[config.mk]
export PLATFORM = sky130hd
export DESIGN_NAME = multi_channel_gain_ramp_top
export DESIGN_NICKNAME = d
export VERILOG_FILES = /design/src/sv/mcgr_pkg.sv /design/src/sv/multi_channel_gain_ramp_top.sv
export SDC_FILE = /design/constraint.sdc
export NUM_CORES = 2
export LEC_CHECK = 0
export BUFFER_PORTS_ARGS = -buffer_cell sky130_fd_sc_hd__clkbuf_2
export CAP_MARGIN = 20
export CORE_ASPECT_RATIO = 1.1
export CORE_UTILIZATION = 63
export DETAILED_ROUTE_END_ITERATION = 10
export PLACE_DENSITY = 0.79
export RECOVER_POWER = 25
export SYNTH_ARGS = -nofsm -noshare
export SYNTH_HDL_FRONTEND = slang
export SYNTH_SLANG_ARGS = --single-unit
[constraint.sdc]
create_clock -name clk_i -period 8.79 [get_ports clk_i]
set_input_delay 1.3185 -clock clk_i [delete_from_list [all_inputs] [get_ports clk_i]]
set_output_delay 1.3185 -clock clk_i [all_outputs]
set_load 0.1 [all_outputs]
[src/sv/mcgr_pkg.sv]
// ----------------------------------------------------------------------------
// Multi-channel gain ramp package
// Shared widths, codes and types for the ramp table and its sequencer.
// ----------------------------------------------------------------------------
package mcgr_pkg;

  localparam int CHANNELS_DEF = 32;
  localparam int DATA_W       = 16;
  localparam int CHAN_W       = 5;
  localparam int STEP_W       = $clog2(DATA_W);

  typedef enum logic {
    FUNC_SET  = 1'b0,
    FUNC_TICK = 1'b1
  } func_e;

  typedef enum logic [2:0] {
    ST_IDLE,
    ST_LOAD,
    ST_MUL,
    ST_DIV,
    ST_FIN,
    ST_DONE
  } state_e;

  // One row of the ramp table.
  typedef struct packed {
    logic                     active;
    logic signed [DATA_W-1:0] value;
    logic signed [DATA_W-1:0] start;
    logic signed [DATA_W-1:0] tgt;
    logic        [DATA_W-1:0] count;
    logic        [DATA_W-1:0] length;
  } ramp_entry_t;

endpackage

[src/sv/multi_channel_gain_ramp_top.sv]
// ----------------------------------------------------------------------------
// Multi-channel gain ramp generator
// A table of independent linear ramps, one row per channel, with a bit-serial
// multiply and divide unit that interpolates the value of a running ramp.
// ----------------------------------------------------------------------------
// Each input transaction either starts a ramp on a channel (the present value
// becomes the start, and the target and the duration in ticks are stored) or
// advances a channel by one tick. Every input transaction yields exactly one
// output transaction with the channel, its signed Q8.8 value and its active
// flag. The block handles one transaction at a time. A set, a tick on an idle
// channel, a tick that ends a ramp and a channel beyond CHANNELS load the row
// and then hand it to the output register, and the next input transaction is
// accepted once the result has gone to the output register. A tick that
// interpolates also forms the product (target - start) * count one multiplier
// bit per cycle over 16 steps, then the quotient by the duration one bit per
// cycle over another 16 steps, both in the same 32-bit shift register, and
// adds the quotient to the start in a final state. The result sits in an
// output register, so a new input transaction can be accepted while the
// previous result is still stalled. The table is a memory with one read and
// one write port; per-row valid bits cleared by reset make every row read as
// zero until it is first written, so no clearing pass is needed after reset.
module multi_channel_gain_ramp_top #(
  parameter int CHANNELS = mcgr_pkg::CHANNELS_DEF
) (
  input  logic                               clk_i,
  input  logic                               rst_ni,
  // Input channel.
  input  logic                               in_valid_i,
  output logic                               in_stall_o,
  input  logic                               func_i,
  input  logic        [mcgr_pkg::CHAN_W-1:0] channel_i,
  input  logic signed [mcgr_pkg::DATA_W-1:0] target_i,
  input  logic        [mcgr_pkg::DATA_W-1:0] duration_i,
  // Output channel.
  output logic                               out_valid_o,
  input  logic                               out_stall_i,
  output logic        [mcgr_pkg::CHAN_W-1:0] channel_out_o,
  output logic signed [mcgr_pkg::DATA_W-1:0] value_o,
  output logic                               active_o
);
  import mcgr_pkg::*;

  localparam int IdxW = (CHANNELS > 1) ? $clog2(CHANNELS) : 1;
  localparam int ExtW = (IdxW > CHAN_W) ? IdxW : CHAN_W;
  localparam int CmpW = 9;

  state_e state_q, state_d;

  // Latched input transaction.
  func_e                    func_q;
  logic        [CHAN_W-1:0] chan_q;
  logic signed [DATA_W-1:0] target_q;
  logic        [DATA_W-1:0] dur_q;

  // Ramp table and its valid bits.
  ramp_entry_t mem_q [CHANNELS];
  logic [CHANNELS-1:0] vld_q;
  ramp_entry_t rd_q;
  logic        rd_vld_q;

  // Working row and serial arithmetic registers.
  ramp_entry_t       ent_q;
  logic              wr_q;
  logic              neg_q;
  logic [DATA_W-1:0] mcand_q;
  logic [DATA_W-1:0] mplier_q;
  logic [2*DATA_W-1:0] acc_q;
  logic [STEP_W-1:0] step_q;

  // Output register.
  logic                     out_valid_q;
  logic        [CHAN_W-1:0] out_chan_q;
  logic signed [DATA_W-1:0] out_val_q;
  logic                     out_act_q;

  logic              accept;
  logic              out_load;
  logic [ExtW-1:0]   ch_in_ext;
  logic [ExtW-1:0]   ch_q_ext;
  logic [IdxW-1:0]   rd_idx;
  logic [IdxW-1:0]   wr_idx;
  logic              in_range;
  ramp_entry_t       entry;
  ramp_entry_t       load_ent;
  logic              load_wr;
  logic              load_mul;
  logic [DATA_W-1:0] cnt_inc;
  logic [DATA_W:0]   delta;
  logic [DATA_W:0]   delta_mag;
  logic [DATA_W:0]   mul_sum;
  logic [DATA_W:0]   div_rem;
  logic [DATA_W:0]   div_trial;
  logic              div_bit;
  logic [DATA_W:0]   q_signed;
  logic [DATA_W+1:0] fin_sum;
  logic              last_step;

  assign accept    = in_valid_i && (state_q == ST_IDLE);
  assign out_load  = (state_q == ST_DONE) && (!out_valid_q || !out_stall_i);
  assign ch_in_ext = ExtW'(channel_i);
  assign ch_q_ext  = ExtW'(chan_q);
  assign rd_idx    = ch_in_ext[IdxW-1:0];
  assign wr_idx    = ch_q_ext[IdxW-1:0];
  assign in_range  = CmpW'(chan_q) < CmpW'(CHANNELS);
  assign last_step = step_q == STEP_W'(DATA_W - 1);

  // A row that was never written reads as the reset value, all zero.
  assign entry   = rd_vld_q ? rd_q : '0;
  assign cnt_inc = entry.count + DATA_W'(1);

  // The difference spans 17 bits, but its magnitude never exceeds 16 bits.
  assign delta     = {entry.tgt[DATA_W-1], entry.tgt} - {entry.start[DATA_W-1], entry.start};
  assign delta_mag = delta[DATA_W] ? (~delta + (DATA_W+1)'(1)) : delta;

  // Decide what the item does once the row has been read.
  always_comb begin
    load_ent = entry;
    load_wr  = 1'b0;
    load_mul = 1'b0;
    if (!in_range) begin
      load_ent = '0;
    end else begin
      case (func_q)
        FUNC_SET: begin
          load_ent.start  = entry.value;
          load_ent.tgt    = target_q;
          load_ent.length = dur_q;
          load_ent.count  = '0;
          load_ent.active = 1'b1;
          load_wr         = 1'b1;
        end
        FUNC_TICK: begin
          if (entry.active) begin
            load_wr = 1'b1;
            if ((entry.length <= cnt_inc) || (cnt_inc == '0)) begin
              load_ent.value  = entry.tgt;
              load_ent.count  = '0;
              load_ent.length = '0;
              load_ent.active = 1'b0;
            end else begin
              load_ent.count = cnt_inc;
              load_mul       = 1'b1;
            end
          end
        end
        default: begin
          load_ent = entry;
        end
      endcase
    end
  end

  // Shift-right multiplier step: add the multiplicand into the upper half.
  assign mul_sum = {1'b0, acc_q[2*DATA_W-1:DATA_W]}
                 + (mplier_q[0] ? {1'b0, mcand_q} : '0);

  // Restoring divider step; the upper half holds the partial remainder.
  assign div_rem   = {acc_q[2*DATA_W-1:DATA_W], acc_q[DATA_W-1]};
  assign div_trial = div_rem - {1'b0, ent_q.length};
  assign div_bit   = div_rem >= {1'b0, ent_q.length};

  // Quotient magnitude with the sign of the difference, added to the start.
  assign q_signed = neg_q ? (~{1'b0, acc_q[DATA_W-1:0]} + (DATA_W+1)'(1))
                          : {1'b0, acc_q[DATA_W-1:0]};
  assign fin_sum  = {{2{ent_q.start[DATA_W-1]}}, ent_q.start} + {q_signed[DATA_W], q_signed};

  always_comb begin
    state_d    = state_q;
    in_stall_o = state_q != ST_IDLE;
    case (state_q)
      ST_IDLE: begin
        if (accept) begin
          state_d = ST_LOAD;
        end
      end
      ST_LOAD: begin
        state_d = load_mul ? ST_MUL : ST_DONE;
      end
      ST_MUL: begin
        if (last_step) begin
          state_d = ST_DIV;
        end
      end
      ST_DIV: begin
        if (last_step) begin
          state_d = ST_FIN;
        end
      end
      ST_FIN: begin
        state_d = ST_DONE;
      end
      ST_DONE: begin
        if (out_load) begin
          state_d = ST_IDLE;
        end
      end
      default: begin
        state_d = ST_IDLE;
      end
    endcase
  end

  always_ff @(posedge clk_i or negedge rst_ni) begin
    if (!rst_ni) begin
      state_q <= ST_IDLE;
    end else begin
      state_q <= state_d;
    end
  end

  // Table memory: one registered read at acceptance, one write at the end.
  always_ff @(posedge clk_i) begin
    if (accept) begin
      rd_q <= mem_q[rd_idx];
    end
    if (out_load && wr_q) begin
      mem_q[wr_idx] <= ent_q;
    end
  end

  always_ff @(posedge clk_i or negedge rst_ni) begin
    if (!rst_ni) begin
      vld_q    <= '0;
      rd_vld_q <= 1'b0;
    end else begin
      if (accept) begin
        rd_vld_q <= vld_q[rd_idx];
      end
      if (out_load && wr_q) begin
        vld_q[wr_idx] <= 1'b1;
      end
    end
  end

  // Datapath registers.
  always_ff @(posedge clk_i) begin
    if (accept) begin
      func_q   <= func_e'(func_i);
      chan_q   <= channel_i;
      target_q <= target_i;
      dur_q    <= duration_i;
    end
    case (state_q)
      ST_LOAD: begin
        ent_q    <= load_ent;
        neg_q    <= delta[DATA_W];
        mcand_q  <= delta_mag[DATA_W-1:0];
        mplier_q <= cnt_inc;
        acc_q    <= '0;
        step_q   <= '0;
      end
      ST_MUL: begin
        acc_q    <= {mul_sum, acc_q[DATA_W-1:1]};
        mplier_q <= mplier_q >> 1;
        step_q   <= step_q + STEP_W'(1);
      end
      ST_DIV: begin
        acc_q  <= {(div_bit ? div_trial[DATA_W-1:0] : div_rem[DATA_W-1:0]),
                   acc_q[DATA_W-2:0], div_bit};
        step_q <= step_q + STEP_W'(1);
      end
      ST_FIN: begin
        ent_q.value <= fin_sum[DATA_W-1:0];
      end
      default: begin
        step_q <= step_q;
      end
    endcase
  end

  always_ff @(posedge clk_i or negedge rst_ni) begin
    if (!rst_ni) begin
      wr_q <= 1'b0;
    end else if (state_q == ST_LOAD) begin
      wr_q <= load_wr;
    end
  end

  // Output register.
  always_ff @(posedge clk_i or negedge rst_ni) begin
    if (!rst_ni) begin
      out_valid_q <= 1'b0;
    end else if (out_load) begin
      out_valid_q <= 1'b1;
    end else if (!out_stall_i) begin
      out_valid_q <= 1'b0;
    end
  end

  always_ff @(posedge clk_i) begin
    if (out_load) begin
      out_chan_q <= chan_q;
      out_val_q  <= ent_q.value;
      out_act_q  <= ent_q.active;
    end
  end

  assign out_valid_o   = out_valid_q;
  assign channel_out_o = out_chan_q;
  assign value_o       = out_val_q;
  assign active_o      = out_act_q;

  // An accepted transaction stalls the input in the next cycle.
  a_accept_blocks: assert property (@(posedge clk_i) disable iff (!rst_ni)
    in_valid_i && !in_stall_o |=> in_stall_o)
    else $error("input accepted on two consecutive cycles");

  // A result appears only from the final sequencer state.
  a_result_source: assert property (@(posedge clk_i) disable iff (!rst_ni)
    $rose(out_valid_o) |-> $past(state_q == ST_DONE))
    else $error("result presented outside the final state");

  // A channel beyond the table reports a zero, idle result.
  a_out_of_range: assert property (@(posedge clk_i) disable iff (!rst_ni)
    out_valid_o && (CmpW'(channel_out_o) >= CmpW'(CHANNELS)) |-> (value_o == '0) && !active_o)
    else $error("out-of-range channel returned state");

  // The serial unit always starts its count from zero.
  a_step_start: assert property (@(posedge clk_i) disable iff (!rst_ni)
    (state_q == ST_LOAD) && (state_d == ST_MUL) |=> (step_q == '0))
    else $error("serial step counter not cleared");

endmodule
# == Word-level counts from Yosys, hierarchy flattened ==
# Memory sizes are Yosys's and may differ from the RTL's. A register that Yosys moved wholly into a read port is not among the register bits.
# Index checks and enable logic that the tools add are counted.
# classes
n_mul,0
n_mux,37
bitwise_logic,4
n_eq_ne,11
shifts,0
reduce_logical,17
add_sub_neg,8
div,0
magnitude_cmp,5
# ops
op,n
16-bit two-way mux,7
32-bit one-hot mux with 3 select lines,1
81-bit two-way mux,1
32-bit two-way mux,2
16-bit one-hot mux with 2 select lines,2
32-bit one-hot mux with 2 select lines,1
"16-bit by 1-bit adder with 16-bit output, second input constant",3
17-bit two-way mux,2
16-bit inverter,2
32-bit bitwise OR,1
3-bit one-hot mux with 6 select lines,1
16-bit by 16-bit adder with 17-bit output,1
17-bit by 16-bit >= comparator with 1-bit output,1
16-bit by 16-bit subtractor with 17-bit output,1
16-bit adder,1
16-bit less-or-equal comparator,1
16-bit zero test,1
16-bit subtractor,1
3-bit two-way mux,5
"5-bit by 6-bit < comparator with 1-bit output, second input constant",2
1-bit two-way mux,10
"2-bit inequality test, second input constant",4
4-bit one-hot mux with 2 select lines,1
"3-bit by 2-bit equality test with 1-bit output, second input constant",2
18 further kinds,28
# word_totals
inputBits,42
mem_bits_ro,0
mem_bits_rw,2592
out_inout_bits,24
memories,1
latch_bits,0
regBits,248
elab_cells,106
# mem_list
memory,words,width,rd,rd_clocked_by_memory_dff,wr,line_no,text
mem_q,32,81,1,1,1,multi_channel_gain_ramp_top.sv:56,ramp_entry_t mem_q [CHANNELS];

# == Depth between registers and ports, before layout ==
# depth
ltp_word,9
depth_mapped,21
ltp_nobuf,16

# == Worst setup path after synthesis ==
# Ideal clock, no wire load.
# synth_timing
path_type,flip-flop to flip-flop
startpoint,register state_q[1]
endpoint,"register chan_q[0] (netlist: ch_q_ext[0]), enable pin"
required_time_ps,8190
stages_incl_launch_ff,4
slack_ps,1691
n_path_buf,1
setup_ps,600
synth_period_minus_slack_ps,7099
arrival_time_ps,6499
path_cell_list,dfrtp_1 -> clkbuf_1 -> or3_1 -> nor2_1
# synth_via
elab_chain_len,2
# synth_rtl
element,line_no,text
start: declaration,multi_channel_gain_ramp_top.sv:47,"state_e state_q, state_d;"
start signal: assignment,multi_channel_gain_ramp_top.sv:207,state_q <= state_d;
3-bit zero test,multi_channel_gain_ramp_top.sv:98,assign accept = in_valid_i && (state_q == ST_IDLE);
1-bit logical AND,multi_channel_gain_ramp_top.sv:98,
named net accept,multi_channel_gain_ramp_top.sv:76,logic accept;
end signal: assignment,multi_channel_gain_ramp_top.sv:239,chan_q <= channel_i;
end: declaration,multi_channel_gain_ramp_top.sv:51,logic [CHAN_W-1:0] chan_q;
# The timed path passes the listed nets, and every way through them passes these cells.
# A chain may end at the register's enable or synchronous reset.

==> results.toml <==
[route]
vias_per_cell = 7.27
antenna_left = 0
drtPass1Iterations = 11
drt_wl_total_mm = 311
vias = 58400
drc_errors = 48
drt_iter0_drc = 9523
wl_per_cell_um = 38.7

[critical_path]
critical_path_peak_fanout = 53
critPathCaptureType = "flip-flop"
arrival_ps = 7170
critPathMaxStageDelay_ps = 3890
cp_top_family = "buffers and inverters"
cp.required_ps = 9460
path_buf_inv = 2
slowest_stage = "clkbuf_1"
timing_worst_setup_path_type = "in2reg"
worst_setup_path_start_kind = "input pin"
path_cells = "clkbuf_1 -> buf_4 -> mux4_2 -> mux2_2"

[clock_network]
cts_sinks = 2921
cts_buffer_depth = 4
cts-hold-fix-buffers = 0
cts_resized = 0
cts-htree-levels = 5
clk_pin_slew_ps = 70
cts_tree = "done"
cts_buffers = 294
postCtsSetupBuffers = 0
root_buffer = "clkbuf_16"
clock_latency_ps = 960

[floorplanning]
start_util_pct = 63.4
core_mm2 = 0.182
row_count = 164
die_width_um = 410
io_pins = 66
dieArea_mm2 = 0.185
die_h_um = 450

[sta]
slew_headroom_pct = -280
clock_skew_ps = 49.2
tns_ps = 0
setup_viol = 0
min_period_over_period_pct = 74.0
rsz0062_at_grt = "false"
fin_ws_ps = 2280
hold_viol = 0
slew_violations = 302
timing.fmax_mhz = 154
tightest_slew_ps = 5690
fin_crit_ps = 6510

[pwr]
power_density_mw_per_mm2 = 293
ir_worst_vdd_mv = 0.264
p_leak_uw = 0.0409

[run]
cap_violations = 9

[synthesis]
synthTopCellsByArea = "edfxtp_1, mux4_2, mux2_2, ha_1, dfrtp_1"
ys.flop_type = "edfxtp_1"
postSynthAreaPerCell_um2 = 22.3
yosysMostFrequentCell = "edfxtp_1"
synth-edff-count = 2883
synth_area_mm2 = 0.115
ys_ff_latch = 2921
synth_cells = 5174
yosysSeqAreaShare_pct = 76.0
synthDominantCellAreaShare_pct = 75.1
syn_nets = 5303
synthTopCellsByCount = "edfxtp_1, mux4_2, clkbuf_1, nor2_1, nand2_1"
yosys.area.top_type = "edfxtp_1"
async_flop_share_pct = 1.30
ys_types = 76
synth_warnings = 0

[placed_design]
gp_congestion = 0.921
place_ws_ps = 3830
numPortBuffers = 65
dp_hpwl_mm = 148

[global_route]
grt_pass1_vias = 58500
grt_max_degree = 148
grt_usage_pct = 34.1
grt-ovfl-total = 0
antenna_found_initial = 12
grt_pass1_wl_mm = 436

[finish]
fillers = 9970
area_growth_pct = 11.2
drive_gt1_share_pct = 28.2
fin_nets = 5543

[outcome]
violations = "DRC, capacitance limit, slew limit"
run_status = "finished, violations left"

[hold_path]
min_path_type = "in2async"
cell families after synthesis:
| logic type | Yosys count | share of synthesized area (%) |
|---|---|---|
| adder cells (fa/ha/maj) | 87 | 0.971 |
| buffers and inverters | 307 | 1.03 |
| XOR/XNOR | 86 | 0.654 |
| flip-flops | 2921 | 76.0 |
| AND/OR/NAND/NOR | 520 | 2.23 |
| multiplexers | 967 | 17.4 |
| AO/OA/AOI/OAI | 286 | 1.72 |
layer usage:
metal	track usage (%)	share of wire (%)	vias to the layer above	routed length, um
met5	0	0.017	-	54
met4	14.1	4.5	8	13900
met3	7.83	13	925	41100
met2	53.6	48	4902	150000
met1	46.7	34	30400	106000
li1	-	-	22300	-
flip-flops by register name (all words and copies together) (netlist names), 16 cells and up:
signal,cells
acc_q,32
dur_q,16
ent_q,81
mcand_q,16
mem_q,2592
mplier_q,16
rd_q,81
target_q,16
value_o,16
vld_q,32
cell usage in the layout, fill, tap and decap left out, types with 40 or more instances in the layout:
cell type,netlist,final
mux2i_1,46,46
inv_1,59,58
clkinv_1,0,47
o21ai_0,57,57
clkinv_2,0,40
clkbuf_1,170,81
and2_1,48,48
xnor2_1,58,58
edfxtp_1,2883,2883
a21oi_1,59,58
clkbuf_2,0,49
nand2_1,131,131
nor2_1,136,102
buf_4,2,97
mux2_2,101,101
mux4_2,820,820
ha_1,83,83
clkbuf_16,0,300
cell type report:
cell class                 instances  area [um2]  share of cell area, %
timing repair buffer             192        1460                   1.14
inverter                          59         224                  0.175
antenna                            7        17.5                 0.0137
clock buffer                     362        7800                   6.09
sequential                      2921       87500                   68.3
clock inverter                   141        1280                  0.996
multi-input combinational       1946       26800                   20.9
tap                             2407        3010                   2.35
power by group:
group	internal, uW	total (uW)	switching, uW
logic	2090	5760	3670
registers	17900	19600	1680
clock network	6920	12200	5250
final timing paths:
kind	startpoint	end	slack (ps)	cells after the start
max	channel_i[4]	rd_q[78]	2280	4
min	rst_ni	vld_q[4]	320	1
max reg2reg	rd_vld_q	ent_q[76]	3770	14
min reg2reg	vld_q[24]	vld_q[24]	470	1
max in group asynchronous	rst_ni	rd_vld_q	5850	2
min in group clk_i	vld_q[24]	vld_q[24]	470	1
stage by stage:
step / cell area (um2) / std cells / total power, uW / hold slack (ps) / utilization, %
floorplan: 115000 / 5174 / 23200 / 434 / -
detailed placement: 119000 / 7514 / 25300 / 448 / 65.5
global route: 128000 / 8030 / 38500 / 326 / 70.5
global placement: 119000 / 7513 / 25000 / 446 / 65.5
finish: 128000 / 8035 / 37500 / 324 / 70.5
CTS: 128000 / 8017 / 37400 / 464 / 70.5
Power figures use the tool's default switching activity.
